File: config.mk
export PLATFORM = sky130hd
export DESIGN_NAME = linear_interp_resampler_top
export DESIGN_NICKNAME = d
export VERILOG_FILES = /design/src/design/lirs_pkg.sv /design/src/design/lirs_ctrl.sv /design/src/design/lirs_datapath.sv /design/src/design/linear_interp_resampler_top.sv
export SDC_FILE = /design/constraint.sdc
export NUM_CORES = 2
export LEC_CHECK = 0
export ABC_AREA = 1
export BUFFER_PORTS_ARGS = -buffer_cell sky130_fd_sc_hd__buf_2
export CAP_MARGIN = 20
export CORE_UTILIZATION = 50
export CTS_CLUSTER_SIZE = 24
export DETAILED_ROUTE_END_ITERATION = 6
export HOLD_SLACK_MARGIN = 0.12
export MAX_ROUTING_LAYER = met4
export PLACE_DENSITY = 0.66
export SLEW_MARGIN = 30
export SYNTH_ARGS = -nofsm -noshare
export SYNTH_HDL_FRONTEND = slang
export SYNTH_HIERARCHICAL = 1
export SYNTH_SLANG_ARGS = --single-unit
File: constraint.sdc
create_clock -name clock -period 11 [get_ports clock]
set_input_delay 0 -clock clock [delete_from_list [all_inputs] [get_ports clock]]
set_output_delay 0 -clock clock [all_outputs]
set_load 0.02 [all_outputs]
File: src/design/lirs_pkg.sv
// Shared types and constants for the linear interpolation resampler.
// No dependencies; imported by the controller, datapath and top level.
package lirs_pkg;

   localparam int NUM_CH       = 8;    // sample ports per beat
   localparam int SAMPLE_W     = 8;
   localparam int POS_W        = 48;   // output position accumulator
   localparam int CNT_W        = 32;   // frame and output counters
   localparam int CFG_W        = 32;
   localparam int CSR_IDX_W    = 8;
   localparam int MAX_RESULTS  = 64;   // results per input beat
   localparam int DEF_LANES    = 8;
   localparam int DEF_FRAC_BITS = 16;

   localparam logic [CSR_IDX_W-1:0] CSR_STEP  = CSR_IDX_W'(0);
   localparam logic [CSR_IDX_W-1:0] CSR_COUNT = CSR_IDX_W'(1);

   // controller -> datapath
   typedef struct packed {
      logic load;      // latch input beat
      logic emit;      // load output register, advance position
      logic last_out;  // tag emitted beat as last of this step
      logic finish;    // retire input beat, commit frame state
   } lirs_cmd_type;

   // datapath -> controller
   typedef struct packed {
      logic go;        // an output is due now
      logic go_next;   // another output is due after the current one
   } lirs_sts_type;

endpackage

File: src/design/lirs_ctrl.sv
// Sequencing controller for the resampler: input/output handshake and result count.
// Depends on lirs_pkg.
module lirs_ctrl
   import lirs_pkg::*;
(
   input  logic         clock,
   input  logic         reset,
   input  logic         req_valid,
   output logic         req_ready,
   output logic         rsp_valid,
   input  logic         rsp_ready,
   input  lirs_sts_type sts,
   output lirs_cmd_type cmd
);

   localparam int N_W = $clog2(MAX_RESULTS + 1);

   typedef enum logic {ST_IDLE, ST_RUN} state_type;

   state_type      state_ff, state_in;
   logic [N_W-1:0] n_ff, n_in;
   logic           rsp_valid_ff, rsp_valid_in;
   logic [N_W:0]   n_plus1;
   logic           go_all, go_next_all, slot_free;

   assign n_plus1     = {1'b0, n_ff} + (N_W+1)'(1);
   assign go_all      = sts.go && ({1'b0, n_ff} < (N_W+1)'(MAX_RESULTS));
   assign go_next_all = sts.go_next && (n_plus1 < (N_W+1)'(MAX_RESULTS));
   assign slot_free   = !rsp_valid_ff || rsp_ready;
   assign req_ready   = (state_ff == ST_IDLE);
   assign rsp_valid   = rsp_valid_ff;

   always_comb begin
      state_in     = state_ff;
      n_in         = n_ff;
      cmd          = '0;
      case (state_ff)
         ST_IDLE: begin
            if (req_valid) begin
               cmd.load = 1'b1;
               n_in     = '0;
               state_in = ST_RUN;
            end
         end
         ST_RUN: begin
            if (!go_all) begin
               cmd.finish = 1'b1;
               state_in   = ST_IDLE;
            end else if (slot_free) begin
               cmd.emit     = 1'b1;
               cmd.last_out = !go_next_all;
               n_in         = n_plus1[N_W-1:0];
               if (!go_next_all) begin
                  cmd.finish = 1'b1;
                  state_in   = ST_IDLE;
               end
            end
         end
         default: begin
            state_in = ST_IDLE;
         end
      endcase
      if (cmd.emit) begin
         rsp_valid_in = 1'b1;
      end else if (rsp_ready) begin
         rsp_valid_in = 1'b0;
      end else begin
         rsp_valid_in = rsp_valid_ff;
      end
   end

   always_ff @(posedge clock) begin
      if (reset) begin
         state_ff     <= ST_IDLE;
         n_ff         <= '0;
         rsp_valid_ff <= 1'b0;
      end else begin
         state_ff     <= state_in;
         n_ff         <= n_in;
         rsp_valid_ff <= rsp_valid_in;
      end
   end

   a_no_emit_idle: assert property (@(posedge clock) disable iff (reset)
      (state_ff == ST_IDLE) |-> !cmd.emit)
      else $error("emit while idle");

   a_result_cap: assert property (@(posedge clock) disable iff (reset)
      {1'b0, n_ff} <= (N_W+1)'(MAX_RESULTS))
      else $error("result count exceeds cap");

   a_finish_ready: assert property (@(posedge clock) disable iff (reset)
      cmd.finish |=> req_ready)
      else $error("not ready after retiring a beat");

   a_no_overwrite: assert property (@(posedge clock) disable iff (reset)
      (rsp_valid_ff && !rsp_ready) |-> !cmd.emit)
      else $error("pending result overwritten");

endmodule

File: src/design/lirs_datapath.sv
// Resampler datapath: config registers, frame and position state, per-lane lerp,
// output register. Depends on lirs_pkg.
module lirs_datapath
   import lirs_pkg::*;
#(
   parameter int LANES     = DEF_LANES,
   parameter int FRAC_BITS = DEF_FRAC_BITS
) (
   input  logic                       clock,
   input  logic                       reset,
   input  logic                       csr_valid,
   input  logic [CSR_IDX_W-1:0]       csr_index,
   input  logic [CFG_W-1:0]           csr_wdata,
   input  logic signed [SAMPLE_W-1:0] in_sample [NUM_CH],
   input  logic                       in_last,
   input  lirs_cmd_type               cmd,
   output lirs_sts_type               sts,
   output logic signed [SAMPLE_W-1:0] out_value [NUM_CH],
   output logic                       out_last
);

   localparam int IP_W = POS_W - FRAC_BITS;
   localparam int NUM_W = FRAC_BITS + 11;
   localparam int PROD_W = FRAC_BITS + SAMPLE_W + 2;

   logic [CFG_W-1:0] step_ff, count_ff;
   logic [POS_W-1:0] pos_ff, pos_next;
   logic [CNT_W-1:0] frames_ff, done_ff;
   logic [CNT_W:0]   done_plus1;
   logic             last_ff;
   logic [IP_W-1:0]  ip, ip_next;
   logic [FRAC_BITS-1:0] frac;
   logic             interp;
   logic [POS_W-1:0] frames_ext;

   logic signed [SAMPLE_W-1:0] prev_ff [LANES];
   logic signed [SAMPLE_W-1:0] cur_ff  [LANES];
   logic signed [SAMPLE_W-1:0] lane_val [LANES];
   logic signed [SAMPLE_W-1:0] value_ff [NUM_CH];
   logic                       out_last_ff;

   assign pos_next   = pos_ff + POS_W'(step_ff);
   assign ip         = pos_ff[POS_W-1:FRAC_BITS];
   assign ip_next    = pos_next[POS_W-1:FRAC_BITS];
   assign frac       = pos_ff[FRAC_BITS-1:0];
   assign frames_ext = POS_W'(frames_ff);
   assign interp     = POS_W'(ip) < frames_ext;
   assign done_plus1 = {1'b0, done_ff} + (CNT_W+1)'(1);

   assign sts.go      = (done_ff < count_ff) && (interp || last_ff);
   assign sts.go_next = (done_plus1 < {1'b0, count_ff})
                        && ((POS_W'(ip_next) < frames_ext) || last_ff);

   // one interpolator per lane, rounded half away from zero
   for (genvar g = 0; g < LANES; g++) begin : g_lane
      logic signed [SAMPLE_W:0]          diff;
      logic signed [FRAC_BITS:0]         frac_s;
      logic signed [PROD_W-1:0]          prod;
      logic signed [NUM_W-1:0]           num;
      logic [NUM_W-1:0]                  mag, rnd;
      logic [SAMPLE_W-1:0]               r;

      assign diff   = (SAMPLE_W+1)'(cur_ff[g]) - (SAMPLE_W+1)'(prev_ff[g]);
      assign frac_s = {1'b0, frac};
      assign prod   = PROD_W'(frac_s) * PROD_W'(diff);
      assign num    = (NUM_W'(prev_ff[g]) <<< FRAC_BITS) + NUM_W'(prod);
      assign mag    = num[NUM_W-1] ? NUM_W'(-num) : NUM_W'(num);
      assign rnd    = mag + (NUM_W'(1) << (FRAC_BITS - 1));
      assign r      = rnd[FRAC_BITS+SAMPLE_W-1:FRAC_BITS];
      assign lane_val[g] = !interp ? cur_ff[g]
                         : (num[NUM_W-1] ? SAMPLE_W'(-r) : SAMPLE_W'(r));

      always_ff @(posedge clock) begin
         if (cmd.load) begin
            cur_ff[g] <= in_sample[g];
         end
         if (reset || (cmd.finish && last_ff)) begin
            prev_ff[g] <= '0;
         end else if (cmd.finish) begin
            prev_ff[g] <= cur_ff[g];
         end
      end
   end

   for (genvar g = 0; g < NUM_CH; g++) begin : g_out
      if (g < LANES) begin : g_live
         always_ff @(posedge clock) begin
            if (cmd.emit) begin
               value_ff[g] <= lane_val[g];
            end
         end
      end else begin : g_dead
         assign value_ff[g] = '0;
      end
      assign out_value[g] = value_ff[g];
   end

   always_ff @(posedge clock) begin
      if (reset) begin
         step_ff   <= CFG_W'(1) << FRAC_BITS;
         count_ff  <= '0;
         pos_ff    <= '0;
         frames_ff <= '0;
         done_ff   <= '0;
         last_ff   <= 1'b0;
      end else begin
         if (csr_valid && (csr_index == CSR_STEP)) begin
            step_ff <= csr_wdata;
         end
         if (csr_valid && (csr_index == CSR_COUNT)) begin
            count_ff <= csr_wdata;
         end
         if (cmd.load) begin
            last_ff <= in_last;
         end
         if (cmd.finish && last_ff) begin
            pos_ff    <= '0;
            done_ff   <= '0;
            frames_ff <= '0;
         end else begin
            if (cmd.emit) begin
               pos_ff  <= pos_next;
               done_ff <= done_plus1[CNT_W-1:0];
            end
            if (cmd.finish) begin
               frames_ff <= frames_ff + CNT_W'(1);
            end
         end
      end
   end

   always_ff @(posedge clock) begin
      if (cmd.emit) begin
         out_last_ff <= cmd.last_out;
      end
   end

   assign out_last = out_last_ff;

endmodule

File: src/design/linear_interp_resampler_top.sv
// Top level of the linear interpolation resampler: ports, lane packing.
// Depends on lirs_pkg, lirs_ctrl and lirs_datapath.
//
//  channel   direction  handshake            payload
//  req       in         req_valid/req_ready  req_sample_0..7, req_last_frame
//  rsp       out        rsp_valid/rsp_ready  rsp_value_0..7, rsp_last_of_run
//  csr       in         csr_valid/csr_ready  csr_index, csr_wdata
//
// An input beat yields k results (0..64): it is accepted in ST_IDLE, then the
// single interpolator per lane gives one result per cycle while the output
// slot is free, the last result also retiring the beat; with k = 0 it just retires.
// Reset is synchronous, active high; it restores step to 1.0, count to 0 and
// clears all run state. A stalled result holds the output register and pauses
// the result sequence; csr_ready is always high.
module linear_interp_resampler_top
   import lirs_pkg::*;
#(
   parameter int LANES     = DEF_LANES,
   parameter int FRAC_BITS = DEF_FRAC_BITS
) (
   input  logic                       clock,
   input  logic                       reset,
   input  logic                       req_valid,
   output logic                       req_ready,
   input  logic signed [SAMPLE_W-1:0] req_sample_0,
   input  logic signed [SAMPLE_W-1:0] req_sample_1,
   input  logic signed [SAMPLE_W-1:0] req_sample_2,
   input  logic signed [SAMPLE_W-1:0] req_sample_3,
   input  logic signed [SAMPLE_W-1:0] req_sample_4,
   input  logic signed [SAMPLE_W-1:0] req_sample_5,
   input  logic signed [SAMPLE_W-1:0] req_sample_6,
   input  logic signed [SAMPLE_W-1:0] req_sample_7,
   input  logic                       req_last_frame,
   output logic                       rsp_valid,
   input  logic                       rsp_ready,
   output logic signed [SAMPLE_W-1:0] rsp_value_0,
   output logic signed [SAMPLE_W-1:0] rsp_value_1,
   output logic signed [SAMPLE_W-1:0] rsp_value_2,
   output logic signed [SAMPLE_W-1:0] rsp_value_3,
   output logic signed [SAMPLE_W-1:0] rsp_value_4,
   output logic signed [SAMPLE_W-1:0] rsp_value_5,
   output logic signed [SAMPLE_W-1:0] rsp_value_6,
   output logic signed [SAMPLE_W-1:0] rsp_value_7,
   output logic                       rsp_last_of_run,
   input  logic                       csr_valid,
   output logic                       csr_ready,
   input  logic [CSR_IDX_W-1:0]       csr_index,
   input  logic [CFG_W-1:0]           csr_wdata
);

   lirs_cmd_type               cmd;
   lirs_sts_type               sts;
   logic signed [SAMPLE_W-1:0] in_sample [NUM_CH];
   logic signed [SAMPLE_W-1:0] out_value [NUM_CH];

   // config writes go straight into the registers, never back-pressure
   assign csr_ready = 1'b1;

   // pack the sample ports into lanes
   assign in_sample[0] = req_sample_0;
   assign in_sample[1] = req_sample_1;
   assign in_sample[2] = req_sample_2;
   assign in_sample[3] = req_sample_3;
   assign in_sample[4] = req_sample_4;
   assign in_sample[5] = req_sample_5;
   assign in_sample[6] = req_sample_6;
   assign in_sample[7] = req_sample_7;

   lirs_ctrl u_ctrl (
      .clock     (clock),
      .reset     (reset),
      .req_valid (req_valid),
      .req_ready (req_ready),
      .rsp_valid (rsp_valid),
      .rsp_ready (rsp_ready),
      .sts       (sts),
      .cmd       (cmd)
   );

   lirs_datapath #(
      .LANES     (LANES),
      .FRAC_BITS (FRAC_BITS)
   ) u_datapath (
      .clock     (clock),
      .reset     (reset),
      .csr_valid (csr_valid),
      .csr_index (csr_index),
      .csr_wdata (csr_wdata),
      .in_sample (in_sample),
      .in_last   (req_last_frame),
      .cmd       (cmd),
      .sts       (sts),
      .out_value (out_value),
      .out_last  (rsp_last_of_run)
   );

   // unpack lanes; lanes at or above LANES read as zero
   assign rsp_value_0 = out_value[0];
   assign rsp_value_1 = out_value[1];
   assign rsp_value_2 = out_value[2];
   assign rsp_value_3 = out_value[3];
   assign rsp_value_4 = out_value[4];
   assign rsp_value_5 = out_value[5];
   assign rsp_value_6 = out_value[6];
   assign rsp_value_7 = out_value[7];

endmodule

# Word-level counts from Yosys, hierarchy flattened
# Memory sizes are Yosys's and may differ from the RTL's.
# Index checks and enable logic that the tools add are counted.
# word_totals
regBits	187
ramBits	192
in_bits	110
out_inout_bits	68
wordCells	160
mem_count	3
# op_classes
n_addsub	44
multipliers	8
order_cmp	6
n_eq_ne	4
n_mux	58
bitwise	9
reduce_logical	18
# memory_table
memory	words	width	rd	rd_clocked_by_memory_dff	wr	line	source
u_datapath.cur_ff	8	8	8	0	8	lirs_datapath.sv:37	logic signed [SAMPLE_W-1:0] cur_ff [LANES];
u_datapath.prev_ff	8	8	8	0	8	lirs_datapath.sv:36	logic signed [SAMPLE_W-1:0] prev_ff [LANES];
u_datapath.value_ff	8	8	8	0	8	lirs_datapath.sv:39	logic signed [SAMPLE_W-1:0] value_ff [NUM_CH];
# op_table
cell	count
adder 24 x 26 -> 27 bit	8
multiplier 17 x 9 -> 26 bit	8
adder 24 x 16 -> 24 bit, second input constant	8
2-to-1 mux 24 bit	8
2-to-1 mux 8 bit	24
negation 24 bit	8
less-than comparator 32 bit	3
subtractor 8 x 8 -> 9 bit	8
negation 8 bit	8
adder 48 x 32 -> 48 bit	1
adder 32 x 1 -> 33 bit, second input constant	1
less-than comparator 33 x 32 -> 1 bit	1
adder 32 x 1 -> 32 bit, second input constant	1
2-to-1 mux 7 bit	3
2-to-1 mux 1 bit	18
case mux 7 bit (2 select lines)	1
adder 7 x 1 -> 8 bit, second input constant	1
equality test 8 x 1 -> 1 bit, second input constant	1
zero test 8 bit	1
less-than comparator 8 x 7 -> 1 bit, second input constant	1
OR 1 bit	8
logical AND 1 bit	7
less-than comparator 7 bit, second input constant	1
2-to-1 mux 3 bit	2
other kinds (9)	16

# Logic depth before layout (Yosys ltp)
# depth
depth_word	14
depth_mapped	52
depth_no_buf	51

# Modules after synthesis
# The synthesis kept the hierarchy.
# by_module_without_submodules
mod	n_inst	cells_per_inst	area_per_inst_um2	seq_area_each_um2
lirs_datapath	1	9385	68578.3	9339.0
lirs_ctrl	1	73	519.2	180.2
linear_interp_resampler_top	1	2	11.3	0.0

# Worst setup path after synthesis
# Ideal clock, no wire load.
# synth_path
kind	register to register
from	memory u_datapath.prev_ff[3][0] (netlist: u_datapath/prev_ff[0][24])
to	memory u_datapath.value_ff[3][6] (netlist: u_datapath/value_ff[0][30]) (data pin)
setup_ns	0.253
arrival_ns	7.549
t_required_ns	10.747
path_slack_ns	3.198
stages_incl_launch_ff	42
path_buffers	2
synth_period_minus_slack_ns	7.802
cell_sequence	edfxtp_1 > ha_1 > fa_1 > o21ai_0 > nand2_1 > nand2_1 > a21oi_1 > or2_2 > a22oi_1 > clkbuf_1 > nor2_1 > fa_1 > inv_1 > fa_1 > fa_1 > inv_1 > fa_1 > fa_1 > [... 6 more ...] > nand3_1 > nand2_4 > buf_6 > nand3_1 > nand2_1 > inv_1 > ha_1 > inv_1 > nand2_1 > nand2_4 > ha_1 > nand3_1 > nor2_2 > nand3_1 > nand2_1 > nand2_1 > nand3_1 > nand2_1
# synth_rtl
item	line
start: declaration	lirs_datapath.sv:36
end: declaration	lirs_datapath.sv:39

==> insert_results.sql <==
INSERT INTO impl_metrics (metric_group, metric, value, unit) VALUES
('cts', 'post-cts-setup-buffer-count', '0', ''),
('global_routing', 'remaining_overflow_grt', '0', ''),
('worst_hold_path', 'hp-class', 'input pin to register', ''),
('timing', 'drv_slew', '0', ''),
('logic_synthesis', 'syn-instance-count', '9460', ''),
('critical_path', 'worst_setup_path_end_kind', 'register', ''),
('placement', 'port_buffers', '176', ''),
('finish', 'areaGrowthSynthToFinish', '8.60', '%'),
('die', 'die_area', '140000', 'µm²'),
('global_routing', 'grt_pass1_wl', '315', 'mm'),
('cts', 'cts-buffers-inserted', '47', ''),
('logic_synthesis', 'netlist_area', '69100', 'µm²'),
('logic_synthesis', 'synthFlopType', 'sky130_fd_sc_hd__edfxtp_1', ''),
('global_routing', 'grt_pass1_vias', '60900', ''),
('routing', 'vias_per_cell', '5.28', ''),
('cts', 'clock-sinks', '379', ''),
('logic_synthesis', 'syn_area_per_cell', '7.31', 'µm²'),
('timing', 'setup_viol', '0', ''),
('critical_path', 'worst_ep_required_time', '11.40', 'ns'),
('finish', 'fillCellCount', '13100', ''),
('critical_path', 'crit_path_top_delay_cell', 'sky130_fd_sc_hd__fa_1', ''),
('routing', 'drt_first_iter_violations', '3840', ''),
('global_routing', 'grt_max_degree', '69', ''),
('timing', 'post-route-worst-setup-slack', '2.24', 'ns'),
('die', 'fp.dieW', '374', 'µm'),
('run_status', 'run_status', 'completed', ''),
('logic_synthesis', 'yosysWarnings', '6', ''),
('cts', 'clock_insertion_delay_worst_skew', '0.67', 'ns'),
('logic_synthesis', 'synth.area.top_cells', 'sky130_fd_sc_hd__fa_1, sky130_fd_sc_hd__ha_1, sky130_fd_sc_hd__nand2_1', ''),
('die', 'placeableCoreArea', '137000', 'µm²'),
('logic_synthesis', 'synth_top_area_cell', 'sky130_fd_sc_hd__fa_1', ''),
('finish', 'multiInputGateArea', '50800', 'µm²'),
('critical_path', 'timing_worst_setup_path_type', 'register to register', ''),
('logic_synthesis', 'ys_async_sr_fraction', '0', ''),
('routing', 'length_of_the_first_detailed_routing_pass_in_iterations', '6', ''),
('critical_path', 'cp-start-kind', 'register', ''),
('routing', 'drt_wl_total', '194', 'mm'),
('critical_path', 'crit_path_max_incr_delay', '0.55', 'ns'),
('timing', 'worst_pin_slew', '1.06', 'ns'),
('timing', 'period_share', '0.796', ''),
('logic_synthesis', 'yosys_register_bits', '379', ''),
('timing', 'fin_tns_setup', '0', 'ns'),
('timing', 'whs', '0.158', 'ns'),
('logic_synthesis', 'synthDistinctLibCells', '67', ''),
('die', 'floorplan.initialDensity', '0.503', ''),
('job', 'maxCapViolCount', '0', ''),
('placement', 'place_ws', '2.22', 'ns'),
('critical_path', 'worst_path_most_repeated_cell', 'sky130_fd_sc_hd__nand2_1', ''),
('global_routing', 'gr-usage-met3', '0.0307', ''),
('die', 'placement_rows', '136', ''),
('timing', 'finalClockSkew', '0.0445', 'ns'),
('timing', 'final_hold_viol_count', '0', ''),
('critical_path', 'dominant_delay_contributor_by_cell_family_on_the_critical_path', 'adder cells', ''),
('finish', 'final-seq-area', '9540', 'µm²'),
('timing', 'max_slew_margin', '0.293', ''),
('finish', 'final_layout_size_suffix_gt1_frac', '0.0713', ''),
('timing', 'fmax', '0.114', 'GHz'),
('placement', 'routabilityCongestion', '0.950', ''),
('critical_path', 'arrival', '9.16', 'ns'),
('placement', 'dp_hpwl', '149', 'mm'),
('routing', 'post-route-drc-count', '0', ''),
('global_routing', 'grt_util_met1', '0.350', ''),
('critical_path', 'worst-path-buf-inv', '7', ''),
('die', 'die_height', '374', 'µm'),
('finish', 'finish.utilization', '0.547', ''),
('logic_synthesis', 'synth-edff-count', '193', ''),
('global_routing', 'met2_usage', '0.505', ''),
('critical_path', 'timing.critical_path.fanout_max', '24', ''),
('global_routing', 'grt_usage', '0.288', ''),
('die', 'top_level_ports', '178', ''),
('routing', 'ant_nets', '0', '');
[repair_timing]
item | CTS | global route
hold endpoints to repair | 163 | 0
resized for setup | 0 | 0
hold buffers | 172 | 0
endpoints found under the setup margin | 0 | 0
[through the flow]
step / instance area (µm²) / cells
final: 75000 / 11500
after global routing: 75000 / 11500
after CTS: 75000 / 11500
after detailed placement: 71600 / 11200
after global placement: 71600 / 11200
after floorplan: 69100 / 9460
[placed cells by master, fill, tap and decap left out, drive strengths merged, types with 9 or more instances in the layout]
cell type | synthesis | routed
nand2 | 2191 | 2191
and2 | 22 | 22
fa | 889 | 889
dfxtp | 186 | 186
clkinv | 11 | 32
nand4 | 99 | 99
nand3 | 470 | 470
a21o | 15 | 15
clkbuf | 248 | 51
o211ai | 16 | 16
nor4 | 21 | 21
a211oi | 72 | 72
edfxtp | 193 | 193
a22oi | 9 | 9
buf | 39 | 245
a21oi | 372 | 372
o21ai | 250 | 250
nor2 | 1218 | 1218
dlygate4sd3 | 0 | 172
ha | 727 | 727
nand3b | 62 | 62
xnor2 | 44 | 44
inv | 2030 | 2034
o21bai | 16 | 16
or2 | 42 | 42
nor3 | 65 | 65
xor2 | 102 | 102
o21a | 11 | 11
[synth_stat cells (6+ instances only)]
cell type	instances
sky130_fd_sc_hd__a211oi_1	72
sky130_fd_sc_hd__a21o_1	15
sky130_fd_sc_hd__a21oi_1	361
sky130_fd_sc_hd__a21oi_2	10
sky130_fd_sc_hd__a22oi_1	9
sky130_fd_sc_hd__and2_1	21
sky130_fd_sc_hd__and3_1	7
sky130_fd_sc_hd__buf_1	12
sky130_fd_sc_hd__buf_2	8
sky130_fd_sc_hd__buf_4	7
sky130_fd_sc_hd__buf_6	11
sky130_fd_sc_hd__clkbuf_1	248
sky130_fd_sc_hd__clkinv_1	11
sky130_fd_sc_hd__dfxtp_1	186
sky130_fd_sc_hd__edfxtp_1	193
sky130_fd_sc_hd__fa_1	889
sky130_fd_sc_hd__ha_1	727
sky130_fd_sc_hd__inv_1	1993
sky130_fd_sc_hd__inv_2	37
sky130_fd_sc_hd__nand2_1	2064
sky130_fd_sc_hd__nand2_2	115
sky130_fd_sc_hd__nand2_4	12
sky130_fd_sc_hd__nand3_1	435
sky130_fd_sc_hd__nand3_2	30
sky130_fd_sc_hd__nand3b_1	61
sky130_fd_sc_hd__nand4_1	98
sky130_fd_sc_hd__nor2_1	1148
sky130_fd_sc_hd__nor2_2	50
sky130_fd_sc_hd__nor2_4	20
sky130_fd_sc_hd__nor3_1	60
sky130_fd_sc_hd__nor4_1	21
sky130_fd_sc_hd__o211ai_1	16
sky130_fd_sc_hd__o21a_1	11
sky130_fd_sc_hd__o21ai_0	220
sky130_fd_sc_hd__o21ai_1	30
sky130_fd_sc_hd__o21bai_1	16
sky130_fd_sc_hd__o31ai_1	6
sky130_fd_sc_hd__or2_2	37
sky130_fd_sc_hd__xnor2_1	42
sky130_fd_sc_hd__xor2_1	97
[per-layer routing]
layer	part of all wire	vias up
met5	0	-
met4	0.029	0
li1	-	29300
met3	0.056	345
met1	0.42	29200
met2	0.50	1712
[final timing paths]
path,from,end,slack (ns),depth (start not counted)
setup / recovery,u_datapath/cur_ff[0][18],u_datapath/value_ff[0][23],2.24,45
hold / removal,req_sample_0[2],u_datapath/cur_ff[0][2],0.16,2
setup reg to reg,u_datapath/cur_ff[0][18],u_datapath/value_ff[0][23],2.24,45
hold reg to reg,u_ctrl/n_ff[0],u_ctrl/n_ff[0],0.48,1
[area by class of cell]
class / count / area share
Clock buffer: 51 / 0.0161
Clock inverter: 37 / 0.00610
Tap cell: 1794 / 0.0299
Inverter: 2041 / 0.102
Multi-Input combinational cell: 6753 / 0.677
Sequential cell: 379 / 0.127
Timing Repair Buffer: 417 / 0.0416
Antenna cell: 1 / 0.0000333
[cells by family (layout without fill, tap and decap cells)]
group,count (synthesis),in the layout,synth area share
and+or+nand+nor,4203,4203,0.262
other,1,2,0.0000543
DFF,379,379,0.138
adders and majority gates,1616,1616,0.389
AOI/OAI and AO/OA,787,787,0.0638
buffers and inverters,2328,2546,0.128
xor gates and xnor gates,146,146,0.0193
[sequential cells by signal, summed over array words and instances (netlist names), 7 cells and up]
name,flops
u_ctrl/n_ff,7
u_datapath/count_ff,32
u_datapath/cur_ff,64
u_datapath/done_ff,32
u_datapath/frames_ff,32
u_datapath/pos_ff,48
u_datapath/prev_ff,64
u_datapath/step_ff,32
u_datapath/value_ff,64
Power is not shown: default switching activity piles up to over one toggle a cycle in this logic, so the estimate is an artifact.
